`src/rtl/itp_pkg.sv`:
```
// Shared types, codes and helpers for the infix-to-postfix converter.
package itp_pkg;

  localparam int unsigned StackDepth = 16;
  localparam int unsigned SpW = $clog2(StackDepth);
  localparam int unsigned CntW = $clog2(StackDepth + 1);

  // token kinds
  localparam logic [2:0] KIND_NUM  = 3'd0;
  localparam logic [2:0] KIND_NEND = 3'd1;
  localparam logic [2:0] KIND_OP   = 3'd2;
  localparam logic [2:0] KIND_DONE = 3'd3;
  localparam logic [2:0] KIND_ERR  = 3'd4;

  // error codes
  localparam logic [7:0] ERR_CHAR  = 8'd0;
  localparam logic [7:0] ERR_WORD  = 8'd1;
  localparam logic [7:0] ERR_CLOSE = 8'd2;
  localparam logic [7:0] ERR_OPEN  = 8'd3;
  localparam logic [7:0] ERR_OVF   = 8'd4;

  // operator ids
  localparam logic [3:0] OP_ADD  = 4'd0;
  localparam logic [3:0] OP_SUB  = 4'd1;
  localparam logic [3:0] OP_MUL  = 4'd2;
  localparam logic [3:0] OP_DIV  = 4'd3;
  localparam logic [3:0] OP_MOD  = 4'd4;
  localparam logic [3:0] OP_POW  = 4'd5;
  localparam logic [3:0] OP_LOG  = 4'd6;
  localparam logic [3:0] OP_SQRT = 4'd7;
  localparam logic [3:0] OP_SEN  = 4'd8;
  localparam logic [3:0] OP_COS  = 4'd9;
  localparam logic [3:0] OP_TAN  = 4'd10;
  localparam logic [3:0] OP_RAIZ = 4'd11;
  localparam logic [3:0] OP_OPEN = 4'd12;

  // scan modes
  localparam logic [1:0] MODE_IDLE = 2'd0;
  localparam logic [1:0] MODE_NUM  = 2'd1;
  localparam logic [1:0] MODE_WORD = 2'd2;
  localparam logic [1:0] MODE_SIGN = 2'd3;

  typedef struct packed {
    logic [2:0] kind;
    logic [7:0] value;
    logic       eor;
  } token_t;

  function automatic logic [1:0] prec_of(input logic [3:0] id);
    if (id <= OP_SUB) return 2'd1;
    if (id <= OP_MOD) return 2'd2;
    if (id == OP_POW) return 2'd3;
    return 2'd0;
  endfunction

  // functions have top precedence; prec 4 folded as a flag
  function automatic logic is_func(input logic [3:0] id);
    return (id >= OP_LOG) && (id <= OP_RAIZ);
  endfunction

  // word lookup: returns {hit, id}
  function automatic logic [4:0] word_lookup(input logic [31:0] w, input logic [2:0] n);
    logic [4:0] r;
    r = 5'd0;
    if (n == 3'd3 && w == {8'd0, "log"})  r = {1'b1, OP_LOG};
    if (n == 3'd4 && w == "sqrt")         r = {1'b1, OP_SQRT};
    if (n == 3'd4 && w == "raiz")         r = {1'b1, OP_RAIZ};
    if (n == 3'd3 && w == {8'd0, "sen"})  r = {1'b1, OP_SEN};
    if (n == 3'd3 && w == {8'd0, "cos"})  r = {1'b1, OP_COS};
    if (n == 3'd3 && w == {8'd0, "tan"})  r = {1'b1, OP_TAN};
    if (n == 3'd2 && w == {16'd0, "tg"})  r = {1'b1, OP_TAN};
    return r;
  endfunction

endpackage

```
`src/rtl/itp_ram.sv`:
```
// Generic simple dual-port RAM (one write port, one read port) with registered read.
module itp_ram #(
  parameter int unsigned Width = 8,
  parameter int unsigned Depth = 16
) (
  input  logic                     clk_i,
  input  logic                     we_i,
  input  logic [$clog2(Depth)-1:0] waddr_i,
  input  logic [Width-1:0]         wdata_i,
  input  logic [$clog2(Depth)-1:0] raddr_i,
  output logic [Width-1:0]         rdata_o
);
  logic [Width-1:0] mem_q [Depth];

  always_ff @(posedge clk_i) begin
    if (we_i) mem_q[waddr_i] <= wdata_i;
    rdata_o <= mem_q[raddr_i];
  end
endmodule

```
`src/rtl/infix_to_postfix_converter.sv`:
```
// Top level: shunting-yard infix-to-postfix converter with sequencer and stack RAM.
//
// One character is taken per item, and stall_o stays high until that item is finished. A
// plain character passes through the steps accept, decode, act and finish. A further
// character of a number skips the act step. Each stack pop takes a read step and a compare
// step because the operator stack is a RAM with a registered read: the sequencer reads the
// top, then compares and emits. A binary operator therefore runs one read and compare per
// pop, plus a last compare and the push. A closing parenthesis runs one per pop, one for
// its opener and one for the check of a waiting function. The last character of an
// expression then runs the flush: it closes an open number or word, pops each remaining
// stack entry and emits the done token. Output tokens pass through a single register;
// the states that emit a token wait while that register is full and stalled.
module infix_to_postfix_converter (
  input  logic       clk_i,
  input  logic       rst_ni,
  input  logic       valid_i,
  output logic       stall_o,
  input  logic [7:0] ch_i,
  input  logic       last_char_i,
  output logic       valid_o,
  input  logic       stall_i,
  output logic [2:0] token_kind_o,
  output logic [7:0] token_value_o,
  output logic       end_of_run_o
);
  import itp_pkg::*;

  // sequencer states
  localparam logic [3:0] S_IDLE   = 4'd0;
  localparam logic [3:0] S_DEC    = 4'd1;  // act on character in current mode
  localparam logic [3:0] S_MAIN   = 4'd2;  // character after mode handling
  localparam logic [3:0] S_RDOP   = 4'd3;  // operator pop loop: read wait
  localparam logic [3:0] S_CKOP   = 4'd4;  // operator pop loop: compare top
  localparam logic [3:0] S_RDCL   = 4'd5;  // close paren loop: read wait
  localparam logic [3:0] S_CKCL   = 4'd6;
  localparam logic [3:0] S_RDFN   = 4'd7;  // function after opener
  localparam logic [3:0] S_CKFN   = 4'd8;
  localparam logic [3:0] S_FLUSH  = 4'd9;  // flush: mode end
  localparam logic [3:0] S_RDFL   = 4'd10;
  localparam logic [3:0] S_CKFL   = 4'd11;
  localparam logic [3:0] S_FIN    = 4'd12; // finish item, rearm if last

  logic [3:0]       state_q, state_d;
  logic [7:0]       ch_q, ch_d;
  logic             last_q, last_d;
  logic [CntW-1:0]  cnt_q, cnt_d;
  logic [1:0]       mode_q, mode_d;
  logic [31:0]      word_q, word_d;
  logic [2:0]       wlen_q, wlen_d;
  logic             expect_q, expect_d;
  logic             err_q, err_d;
  logic [3:0]       opid_q, opid_d;

  logic             ovalid_q, ovalid_d;
  token_t           otok_q, otok_d;

  // stack RAM
  logic             we;
  logic [SpW-1:0]   waddr, raddr;
  logic [3:0]       wdata, top;

  itp_ram #(.Width(4), .Depth(StackDepth)) u_stack (
    .clk_i  (clk_i),
    .we_i   (we),
    .waddr_i(waddr),
    .wdata_i(wdata),
    .raddr_i(raddr),
    .rdata_o(top)
  );

  logic [CntW-1:0] cnt_m1;
  assign cnt_m1 = cnt_q - CntW'(1);
  assign raddr  = cnt_m1[SpW-1:0];
  assign waddr  = cnt_q[SpW-1:0];

  logic out_free;
  assign out_free = !ovalid_q || !stall_i;

  // character classes
  logic is_digit, is_num, is_letter, is_ws;
  logic [7:0] nc;
  assign is_digit  = ch_q >= "0" && ch_q <= "9";
  assign is_num    = is_digit || ch_q == "." || ch_q == ",";
  assign is_letter = (ch_q >= "a" && ch_q <= "z") || (ch_q >= "A" && ch_q <= "Z");
  assign is_ws     = ch_q == " " || (ch_q >= 8'd9 && ch_q <= 8'd13);
  assign nc        = (ch_q == ",") ? 8'(".") : ch_q;

  logic [4:0] wl;
  assign wl = word_lookup(word_q, wlen_q);

  logic       pop_ok;
  logic [1:0] p_new, p_top;
  assign p_new  = prec_of(opid_q);
  assign p_top  = prec_of(top);
  assign pop_ok = top != OP_OPEN &&
                  (is_func(top) || p_top > p_new || (p_top == p_new && opid_q != OP_POW));

  assign stall_o = state_q != S_IDLE;

  always_comb begin
    state_d  = state_q;
    ch_d     = ch_q;
    last_d   = last_q;
    cnt_d    = cnt_q;
    mode_d   = mode_q;
    word_d   = word_q;
    wlen_d   = wlen_q;
    expect_d = expect_q;
    err_d    = err_q;
    opid_d   = opid_q;
    we       = 1'b0;
    wdata    = opid_q;
    ovalid_d = ovalid_q && stall_i;
    otok_d   = otok_q;

    unique case (state_q)
      S_IDLE: begin
        if (valid_i) begin
          ch_d   = ch_i;
          last_d = last_char_i;
          state_d = err_q ? S_FIN : S_DEC;
        end
      end
      S_DEC: begin
        if (out_free) begin
          state_d = S_MAIN;
          unique case (mode_q)
            MODE_NUM: begin
              if (is_num) begin
                ovalid_d = 1'b1; otok_d = '{KIND_NUM, nc, 1'b0};
                state_d = S_FIN;
              end else begin
                ovalid_d = 1'b1; otok_d = '{KIND_NEND, 8'd0, 1'b0};
                mode_d = MODE_IDLE; expect_d = 1'b0;
              end
            end
            MODE_SIGN: begin
              ovalid_d = 1'b1;
              state_d = S_FIN;
              if (is_num) begin
                otok_d = '{KIND_NUM, nc, 1'b0}; mode_d = MODE_NUM;
              end else begin
                otok_d = '{KIND_ERR, ERR_CHAR, 1'b1}; err_d = 1'b1;
              end
            end
            MODE_WORD: begin
              if (is_letter) begin
                state_d = S_FIN;
                if (wlen_q >= 3'd4) begin
                  ovalid_d = 1'b1; otok_d = '{KIND_ERR, ERR_WORD, 1'b1}; err_d = 1'b1;
                end else begin
                  word_d = {word_q[23:0], ch_q}; wlen_d = wlen_q + 3'd1;
                end
              end else if (!wl[4]) begin
                ovalid_d = 1'b1; otok_d = '{KIND_ERR, ERR_WORD, 1'b1}; err_d = 1'b1;
                state_d = S_FIN;
              end else if (cnt_q >= CntW'(StackDepth)) begin
                ovalid_d = 1'b1; otok_d = '{KIND_ERR, ERR_OVF, 1'b1}; err_d = 1'b1;
                state_d = S_FIN;
              end else begin
                we = 1'b1; wdata = wl[3:0]; cnt_d = cnt_q + CntW'(1);
                mode_d = MODE_IDLE; word_d = '0; wlen_d = '0; expect_d = 1'b1;
              end
            end
            default: ;
          endcase
        end
      end
      S_MAIN: begin
        state_d = S_FIN;
        if (is_ws) begin
        end else if (is_num) begin
          if (out_free) begin
            ovalid_d = 1'b1; otok_d = '{KIND_NUM, nc, 1'b0}; mode_d = MODE_NUM;
          end else state_d = S_MAIN;
        end else if (is_letter) begin
          mode_d = MODE_WORD; word_d = {24'd0, ch_q}; wlen_d = 3'd1;
        end else if (ch_q == "(") begin
          expect_d = 1'b1; opid_d = OP_OPEN;
          if (cnt_q >= CntW'(StackDepth)) begin
            if (out_free) begin
              ovalid_d = 1'b1; otok_d = '{KIND_ERR, ERR_OVF, 1'b1}; err_d = 1'b1;
            end else state_d = S_MAIN;
          end else begin
            we = 1'b1; wdata = OP_OPEN; cnt_d = cnt_q + CntW'(1);
          end
        end else if (ch_q == ")") begin
          state_d = S_RDCL;
        end else begin
          case (ch_q)
            "+": opid_d = OP_ADD;
            "-": opid_d = OP_SUB;
            "*": opid_d = OP_MUL;
            "/": opid_d = OP_DIV;
            "%": opid_d = OP_MOD;
            "^": opid_d = OP_POW;
            default: opid_d = OP_OPEN;
          endcase
          if (out_free) begin
            if (opid_d == OP_OPEN) begin
              ovalid_d = 1'b1; otok_d = '{KIND_ERR, ERR_CHAR, 1'b1}; err_d = 1'b1;
            end else if (opid_d == OP_SUB && expect_q) begin
              ovalid_d = 1'b1; otok_d = '{KIND_NUM, 8'("-"), 1'b0}; mode_d = MODE_SIGN;
            end else begin
              state_d = S_RDOP;
            end
          end else state_d = S_MAIN;
        end
      end
      S_RDOP: state_d = S_CKOP;
      S_CKOP: begin
        if (out_free) begin
          if (cnt_q != '0 && pop_ok) begin
            ovalid_d = 1'b1; otok_d = '{KIND_OP, {4'd0, top}, 1'b0};
            cnt_d = cnt_m1; state_d = S_RDOP;
          end else begin
            expect_d = 1'b1; state_d = S_FIN;
            if (cnt_q >= CntW'(StackDepth)) begin
              ovalid_d = 1'b1; otok_d = '{KIND_ERR, ERR_OVF, 1'b1}; err_d = 1'b1;
            end else begin
              we = 1'b1; cnt_d = cnt_q + CntW'(1);
            end
          end
        end
      end
      S_RDCL: state_d = S_CKCL;
      S_CKCL: begin
        if (out_free) begin
          if (cnt_q == '0) begin
            ovalid_d = 1'b1; otok_d = '{KIND_ERR, ERR_CLOSE, 1'b1}; err_d = 1'b1;
            state_d = S_FIN;
          end else if (top != OP_OPEN) begin
            ovalid_d = 1'b1; otok_d = '{KIND_OP, {4'd0, top}, 1'b0};
            cnt_d = cnt_m1; state_d = S_RDCL;
          end else begin
            cnt_d = cnt_m1; state_d = S_RDFN;
          end
        end
      end
      S_RDFN: state_d = S_CKFN;
      S_CKFN: begin
        if (out_free) begin
          expect_d = 1'b0; state_d = S_FIN;
          if (cnt_q != '0 && is_func(top)) begin
            ovalid_d = 1'b1; otok_d = '{KIND_OP, {4'd0, top}, 1'b0}; cnt_d = cnt_m1;
          end
        end
      end
      S_FLUSH: begin
        if (out_free) begin
          state_d = S_RDFL;
          unique case (mode_q)
            MODE_NUM: begin
              ovalid_d = 1'b1; otok_d = '{KIND_NEND, 8'd0, 1'b0};
              mode_d = MODE_IDLE; expect_d = 1'b0;
            end
            MODE_SIGN: begin
              ovalid_d = 1'b1; otok_d = '{KIND_ERR, ERR_CHAR, 1'b1}; err_d = 1'b1;
              state_d = S_FIN;
            end
            MODE_WORD: begin
              if (!wl[4]) begin
                ovalid_d = 1'b1; otok_d = '{KIND_ERR, ERR_WORD, 1'b1}; err_d = 1'b1;
                state_d = S_FIN;
              end else if (cnt_q >= CntW'(StackDepth)) begin
                ovalid_d = 1'b1; otok_d = '{KIND_ERR, ERR_OVF, 1'b1}; err_d = 1'b1;
                state_d = S_FIN;
              end else begin
                we = 1'b1; wdata = wl[3:0]; cnt_d = cnt_q + CntW'(1);
                mode_d = MODE_IDLE;
              end
            end
            default: ;
          endcase
        end
      end
      S_RDFL: state_d = S_CKFL;
      S_CKFL: begin
        if (out_free) begin
          if (cnt_q == '0) begin
            ovalid_d = 1'b1; otok_d = '{KIND_DONE, 8'd0, 1'b1}; state_d = S_FIN;
          end else if (top == OP_OPEN) begin
            ovalid_d = 1'b1; otok_d = '{KIND_ERR, ERR_OPEN, 1'b1}; err_d = 1'b1;
            state_d = S_FIN;
          end else begin
            ovalid_d = 1'b1; otok_d = '{KIND_OP, {4'd0, top}, 1'b0};
            cnt_d = cnt_m1; state_d = S_RDFL;
          end
        end
      end
      S_FIN: begin
        state_d = S_IDLE;
        if (err_q && !last_q) begin
          // error: clear the run, drop characters until the last one
          cnt_d = '0; mode_d = MODE_IDLE; word_d = '0; wlen_d = '0; expect_d = 1'b1;
        end else if (last_q) begin
          cnt_d = '0; mode_d = MODE_IDLE; word_d = '0; wlen_d = '0; expect_d = 1'b1;
          err_d = 1'b0;
        end
      end
      default: state_d = S_IDLE;
    endcase
  end

  // route last characters that did not fail into the flush
  logic [3:0] state_nx;
  always_comb begin
    state_nx = state_d;
    if (state_d == S_FIN && state_q != S_FIN && state_q != S_IDLE && last_q && !err_d)
      state_nx = (state_q == S_FLUSH || state_q == S_CKFL) ? S_FIN : S_FLUSH;
  end

  always_ff @(posedge clk_i or negedge rst_ni) begin
    if (!rst_ni) begin
      state_q  <= S_IDLE;
      cnt_q    <= '0;
      mode_q   <= MODE_IDLE;
      word_q   <= '0;
      wlen_q   <= '0;
      expect_q <= 1'b1;
      err_q    <= 1'b0;
      ovalid_q <= 1'b0;
    end else begin
      state_q  <= state_nx;
      cnt_q    <= cnt_d;
      mode_q   <= mode_d;
      word_q   <= word_d;
      wlen_q   <= wlen_d;
      expect_q <= expect_d;
      err_q    <= err_d;
      ovalid_q <= ovalid_d;
    end
  end

  always_ff @(posedge clk_i) begin
    ch_q   <= ch_d;
    last_q <= last_d;
    opid_q <= opid_d;
    otok_q <= otok_d;
  end

  assign valid_o       = ovalid_q;
  assign token_kind_o  = otok_q.kind;
  assign token_value_o = otok_q.value;
  assign end_of_run_o  = otok_q.eor;

  // checks
  a_cnt_bound: assert property (@(posedge clk_i) disable iff (!rst_ni)
    cnt_q <= CntW'(StackDepth)) else $error("stack count out of range");
  a_idle_after_err: assert property (@(posedge clk_i) disable iff (!rst_ni)
    (state_q == S_IDLE && err_q) |-> cnt_q == '0) else $error("stack not cleared on error");
  a_eor_kind: assert property (@(posedge clk_i) disable iff (!rst_ni)
    valid_o |-> (end_of_run_o == (token_kind_o == KIND_DONE || token_kind_o == KIND_ERR)))
    else $error("end of run flag mismatch");
endmodule

```
`config.mk`:
```
export PLATFORM = sky130hd
export DESIGN_NAME = infix_to_postfix_converter
export DESIGN_NICKNAME = d
export VERILOG_FILES = /design/src/rtl/itp_pkg.sv /design/src/rtl/itp_ram.sv /design/src/rtl/infix_to_postfix_converter.sv
export SDC_FILE = /design/constraint.sdc
export NUM_CORES = 1
export LEC_CHECK = 0
export ABC_AREA = 1
export ABC_CLOCK_PERIOD_IN_PS = 8000
export BUFFER_PORTS_ARGS = -buffer_cell sky130_fd_sc_hd__buf_2
export CORE_MARGIN = 1
export CORE_UTILIZATION = 35
export DETAILED_ROUTE_END_ITERATION = 7
export HOLD_SLACK_MARGIN = 0.1
export REMOVE_ABC_BUFFERS = 1
export SYNTH_ARGS = -nofsm -noshare
export SYNTH_HDL_FRONTEND = slang
export SYNTH_HIERARCHICAL = 1
export SYNTH_SLANG_ARGS = --single-unit
```
`constraint.sdc`:
```
create_clock -name clk_i -period 8 [get_ports clk_i]
set_clock_uncertainty 0.05 [all_clocks]
set_input_delay 1.6 -clock clk_i [delete_from_list [all_inputs] [get_ports clk_i]]
set_output_delay 1.6 -clock clk_i [all_outputs]
set_load 0.02 [all_outputs]
```
# --- After elaboration in Yosys (flattened, before gate mapping) ---
# Memories as Yosys holds them, arrays and structs flattened. A register that Yosys moved wholly into a read port is not among the register bits.
# Index checks and enable logic that the tools add are counted.
# Widths: inputs -> output; s select.
totals:
  reg_bits: 74
  n_memories: 1
  ram_bits: 64
memory_table:
  columns: ["memory", "words", "width", "rd", "rd_clocked_by_memory_dff", "write_ports", "line", "source"]
  rows:
  - ["u_stack.mem_q", 16, 4, 1, 1, 1, "itp_ram.sv:13", "logic [Width-1:0] mem_q [Depth];"]
classes:
  reduce_logical: 52
  muxes: 275
  n_addsub: 3
  n_bitwise: 3
  eq_ne: 93
  magnitude_cmp: 17
ops:
  columns: ["cell", "count"]
  rows:
  - ["$mux 32", 11]
  - ["$mux 12", 28]
  - ["$mux 4", 44]
  - ["$mux 5", 29]
  - ["$eq 32x23->1 const B", 4]
  - ["$pmux 32 s3", 1]
  - ["$mux 1", 91]
  - ["$pmux 12 s7", 1]
  - ["$eq 8x6->1 const B", 10]
  - ["$pmux 12 s3", 2]
  - ["$eq 32x31->1 const B", 2]
  - ["$mux 2", 31]
  - ["$mux 3", 16]
  - ["$pmux 4 s12", 1]
  - ["$pmux 5 s8", 1]
  - ["$ne 2x2->1 const B", 18]
  - ["$ne 3x3->1 const B", 12]
  - ["$ne 4x4->1 const B", 9]
  - ["$eq 32x15->1 const B", 1]
  - ["$eq 4x4->1 const B", 8]
  - ["$eq 4x3->1 const B", 6]
  - ["$pmux 4 s3", 2]
  - ["$pmux 4 s6", 1]
  - ["$logic_and 1x1->1", 23]
  - ["61 further kinds", 91]

# --- Depth between registers and ports, before layout ---
depth:
  ltp_word: 25
  depth_mapped: 21
  ltp_nobuf: 21

# --- Hierarchy ---
# The synthesis kept the hierarchy.
modules_own_cells:
  columns: ["module", "cells_each", "seq_area_each_um2", "n_inst", "area_each_um2"]
  rows:
  - ["infix_to_postfix_converter", 949, 1978.1, 1, 6296.0]
  - ["itp_ram", 290, 2001.9, 1, 2966.6]

# --- Worst setup path before layout ---
# Ideal clock, no wire load.
synth_timing:
  path_kind: "input port to flip-flop"
  from: "input port stall_i"
  to: "memory u_stack.mem_q[0][3], data pin"
  path_slack_ns: 4.111
  n_path_buf: 1
  cell_stages: 7
  t_arrival_ns: 3.499
  setup_time_ns: 0.341
  path_cell_list: "nand2_1 -> clkinv_1 -> clkbuf_1 -> nor2_1 -> inv_1 -> o31a_1 -> o31ai_1"
synth_between:
  elab_chain_len: 4
synth_lines:
  columns: ["item", "line", "source"]
  rows:
  - ["start: declaration", "infix_to_postfix_converter.sv:21", "input logic stall_i,"]
  - ["$logic_not 1->1 (*)", "infix_to_postfix_converter.sv:77", "assign out_free = !ovalid_q || !stall_i;"]
  - ["$logic_or 1x1->1 (*)", "infix_to_postfix_converter.sv:77", null]
  - ["$mux 4 (on tied branches)", "infix_to_postfix_converter.sv:250, infix_to_postfix_converter.sv:125", null]
  - ["$pmux 4 s3 (*)", "infix_to_postfix_converter.sv:116", "unique case (state_q)"]
  - ["net wdata[3]", "infix_to_postfix_converter.sv:60", "logic [3:0] wdata, top;"]
  - ["end: declaration", "itp_ram.sv:13", null]
# Mark *: on every way through the listed nets, which the timed path passes. The rest lies on a longest branch.

# --- Worst setup path after layout ---
layout_timing:
  from: "input port stall_i"
  to: "memory u_stack.mem_q[5][3], data pin"
# Same word-level chain as after synthesis.

==> metrics <==
slowest cell delay on critical path 0.87 ns; Syn Inst Count about 1,200; core area 0.0260 mm2; CTS Buffer Depth 2; FF-to-FF End u_stack/mem_q[7][2]$_DFFE_PP_; R2R depth 16; PD cells roughly 390 mW/mm2; Mapped Area slightly above 0.009 mm2; diodes inserted 0; drt pass-1 iters 5; initial antenna violation count 0; slew of the pin with the lowest slew margin between 1 and 1.5 ns; CP endpoint kind flop; kind of critical path input port to flop; leading post-synthesis cells by cell area edfxtp_1 29%, dfrtp_1 13%, nand2_1 12%; Hold Path End expect_q$_DFFE_PN1P_; post-route clock period utilization 0.514; Slew headroom 0.268; cts hold-fix bufs 0; Hold Crit Depth 2; top cell type's share of synthesized area 0.289; Netlist cell types 59; final setup fails 0; post_cts resized 0; Synth Warn # 6; # port buffers 26; Period minus WS final 4.11 ns; Clock Tree Root clkbuf_16; CP startpoint kind input port; Clk network pwr share 0.209; detailed-route wire length per cell around 17 um; Slew Limit Fails 0; P_sw 1.98 mW; Max Cap Viol 0; DRC Markers 0; grt ovf 0; overall routed net length 27,200 um; Total GRT Usage 0.211; Post-DRT Antenna Nets 0; Worst path slowest cell o31ai_2; crit path cell chain buf_2 -> nand2_1 -> buf_4 -> clkinv_1 -> nor2_1 -> inv_1 -> o31a_1 -> o31ai_2; Max rail drop VDD 185 uV; DIE AREA roughly 0.027 mm2; launch point of the worst reg-to-reg path wlen_q[2]$_DFFE_PN0P_; Layout Nets 1,281; synthesis-to-layout area growth 10.6%; Worst EP required 8.02 ns; combinational power share 0.509; register area share after synthesis 0.430; CP arrival 4.13 ns; vias in the first global route 7,985; Avg Inst Size Synth 7.48 um2; clock transition at the registers of the reported paths 0.06 ns; Post-synth EDFFs 89; # IOs 27; Max Fclk 0.243 GHz; status completed; switching share of power 0.491; FFs w/ async S/R, synth 0.345; area leader, netlist edfxtp_1; final hold viol count 0; share of layout cells above drive strength 1 0.116; Crit Path Max Fanout 18; HP Start expect_q$_DFFE_PN1P_; most frequent cells in the layout 285 x nand2_1, 171 x inv_1, 152 x nor2_1; post-synthesis register bit count 142; RSZ-0062 raised after global routing no; H-tree lvl count 4; first-pass GRT wire length 43,600 um; post-route setup TNS 0 ns; postcts setup bufs 0; register share of total power 0.282; via/cell ratio approximately 5.3; Die Ht 165 um; commonest non-fill, non-tap cell in the layout nand2_1; final std cells w/o fill roughly 1,600; Die W between 150 and 200 um; # rows between 50 and 60; Via Count 8,478; clock sink count about 140; CTS tree built; initial core utilization 0.356; CTS Buf Count 17; top_reg_cell synth edfxtp_1; Detail Placement HPWL 19,800 um; Internal 2.05 mW; placed cells 1,572; Tightest Hold Check Type flop to flop; GP Congestion around 1; P_leak 4.51 nW; worst skew pair latency 0.44 ns; Initial DRC Count 838; largest net degree at the start of global routing 50; internal reg-to-reg setup slack 4.21 ns
cells in the mapped netlist, types with 5 or more instances:
cell type and n:
nand3b_1 5, buf_2 5, inv_2 23, nand2_2 5
nor2_2 20, buf_6 9, clkbuf_1 12, nor4_1 5
nand3_1 132, nand3_2 6, buf_4 8, o211ai_1 11
o21ai_1 25, o21ai_0 49, a31oi_1 7, o22ai_1 15
nor3_1 23, o31ai_1 11, a21oi_1 36, nand2_1 285
ha_1 12, edfxtp_1 89, nor2_1 152, nand4_1 15
dfrtp_1 48, inv_1 171
stage by stage:
step	util	setup WS [ns]	power, mW	instance area (um2)	hold WS (ns)
after detailed placement	0.371	3.52	3.16	9630	0.421
after global routing	0.394	3.69	4.31	10200	0.443
final	0.394	3.89	4.02	10200	0.433
after CTS	0.394	3.97	4.02	10200	0.431
after floorplan	-	3.94	2.54	9030	0.403
after global placement	0.371	3.57	3.17	9630	0.419
worst max-delay path by stage:
stage	from	to	slack, ns	depth (start not counted)
4_1_cts	stall_i	u_stack/mem_q[5][3]$_DFFE_PP_	3.97	8
6_report	stall_i	u_stack/mem_q[5][3]$_DFFE_PP_	3.89	8
2_1_floorplan	stall_i	u_stack/mem_q[0][3]$_DFFE_PP_	3.94	6
3_5_place_dp	stall_i	u_stack/mem_q[6][3]$_DFFE_PP_	3.52	8
5_1_grt	stall_i	u_stack/mem_q[10][3]$_DFFE_PP_	3.69	8
3_3_place_gp	stall_i	u_stack/mem_q[2][3]$_DFFE_PP_	3.57	8
state kept, by name, indices dropped and copies added (netlist names):
signal and count:
u_stack/mem_q 64, word_q 32, ch_q 8, token_value_o 8, cnt_q 5, opid_q 4, state_q 4, u_stack/rdata_o 4
token_kind_o 3, wlen_q 3, mode_q 2, end_of_run_o 1, err_q 1, expect_q 1, last_q 1, valid_o 1
cell families after synthesis:
logic type,count (synthesis),synth area share
DFF,142,0.430
AOI/OAI and AO/OA,181,0.119
xor gates and xnor gates,4,0.00378
and+or+nand+nor,665,0.323
adders and majority gates,12,0.0162
buffers and inverters,235,0.108
power groups by stage:
stage | clock network (mW) | registers [mW] | logic (mW)
3_5_place_dp | 0 | 1.15 | 2.02
4_1_cts | 0.859 | 1.13 | 2.03
3_3_place_gp | 0 | 1.15 | 2.02
5_1_grt | 0.885 | 1.15 | 2.27
2_1_floorplan | 0 | 1.15 | 1.38
6_report | 0.841 | 1.13 | 2.05
final cells by class:
type,count,area (um2)
clock buffers,17,425
clock inverters,15,193
fillers,2731,15700
inverters,201,767
multi-input cells,862,4290
flip-flops and latches,142,3980
well taps,335,419
repair buffers,32,175
critical path: cells and delay by family:
family / cells / cell delay, ns
AND/OR/NAND/NOR: 2 / 0.34
AO/OA/AOI/OAI: 2 / 1.20
buffers and inverters: 4 / 0.99
layer usage:
metal | vias up | share of wire | global-route usage
met5 | - | 0 | 0
met1 | 3945 | 0.45 | 0.288
met2 | 335 | 0.44 | 0.321
li1 | 4135 | - | -
met3 | 63 | 0.066 | 0.0404
met4 | 0 | 0.037 | 0.0984
No activity file was read; power rests on OpenSTA's default activity.
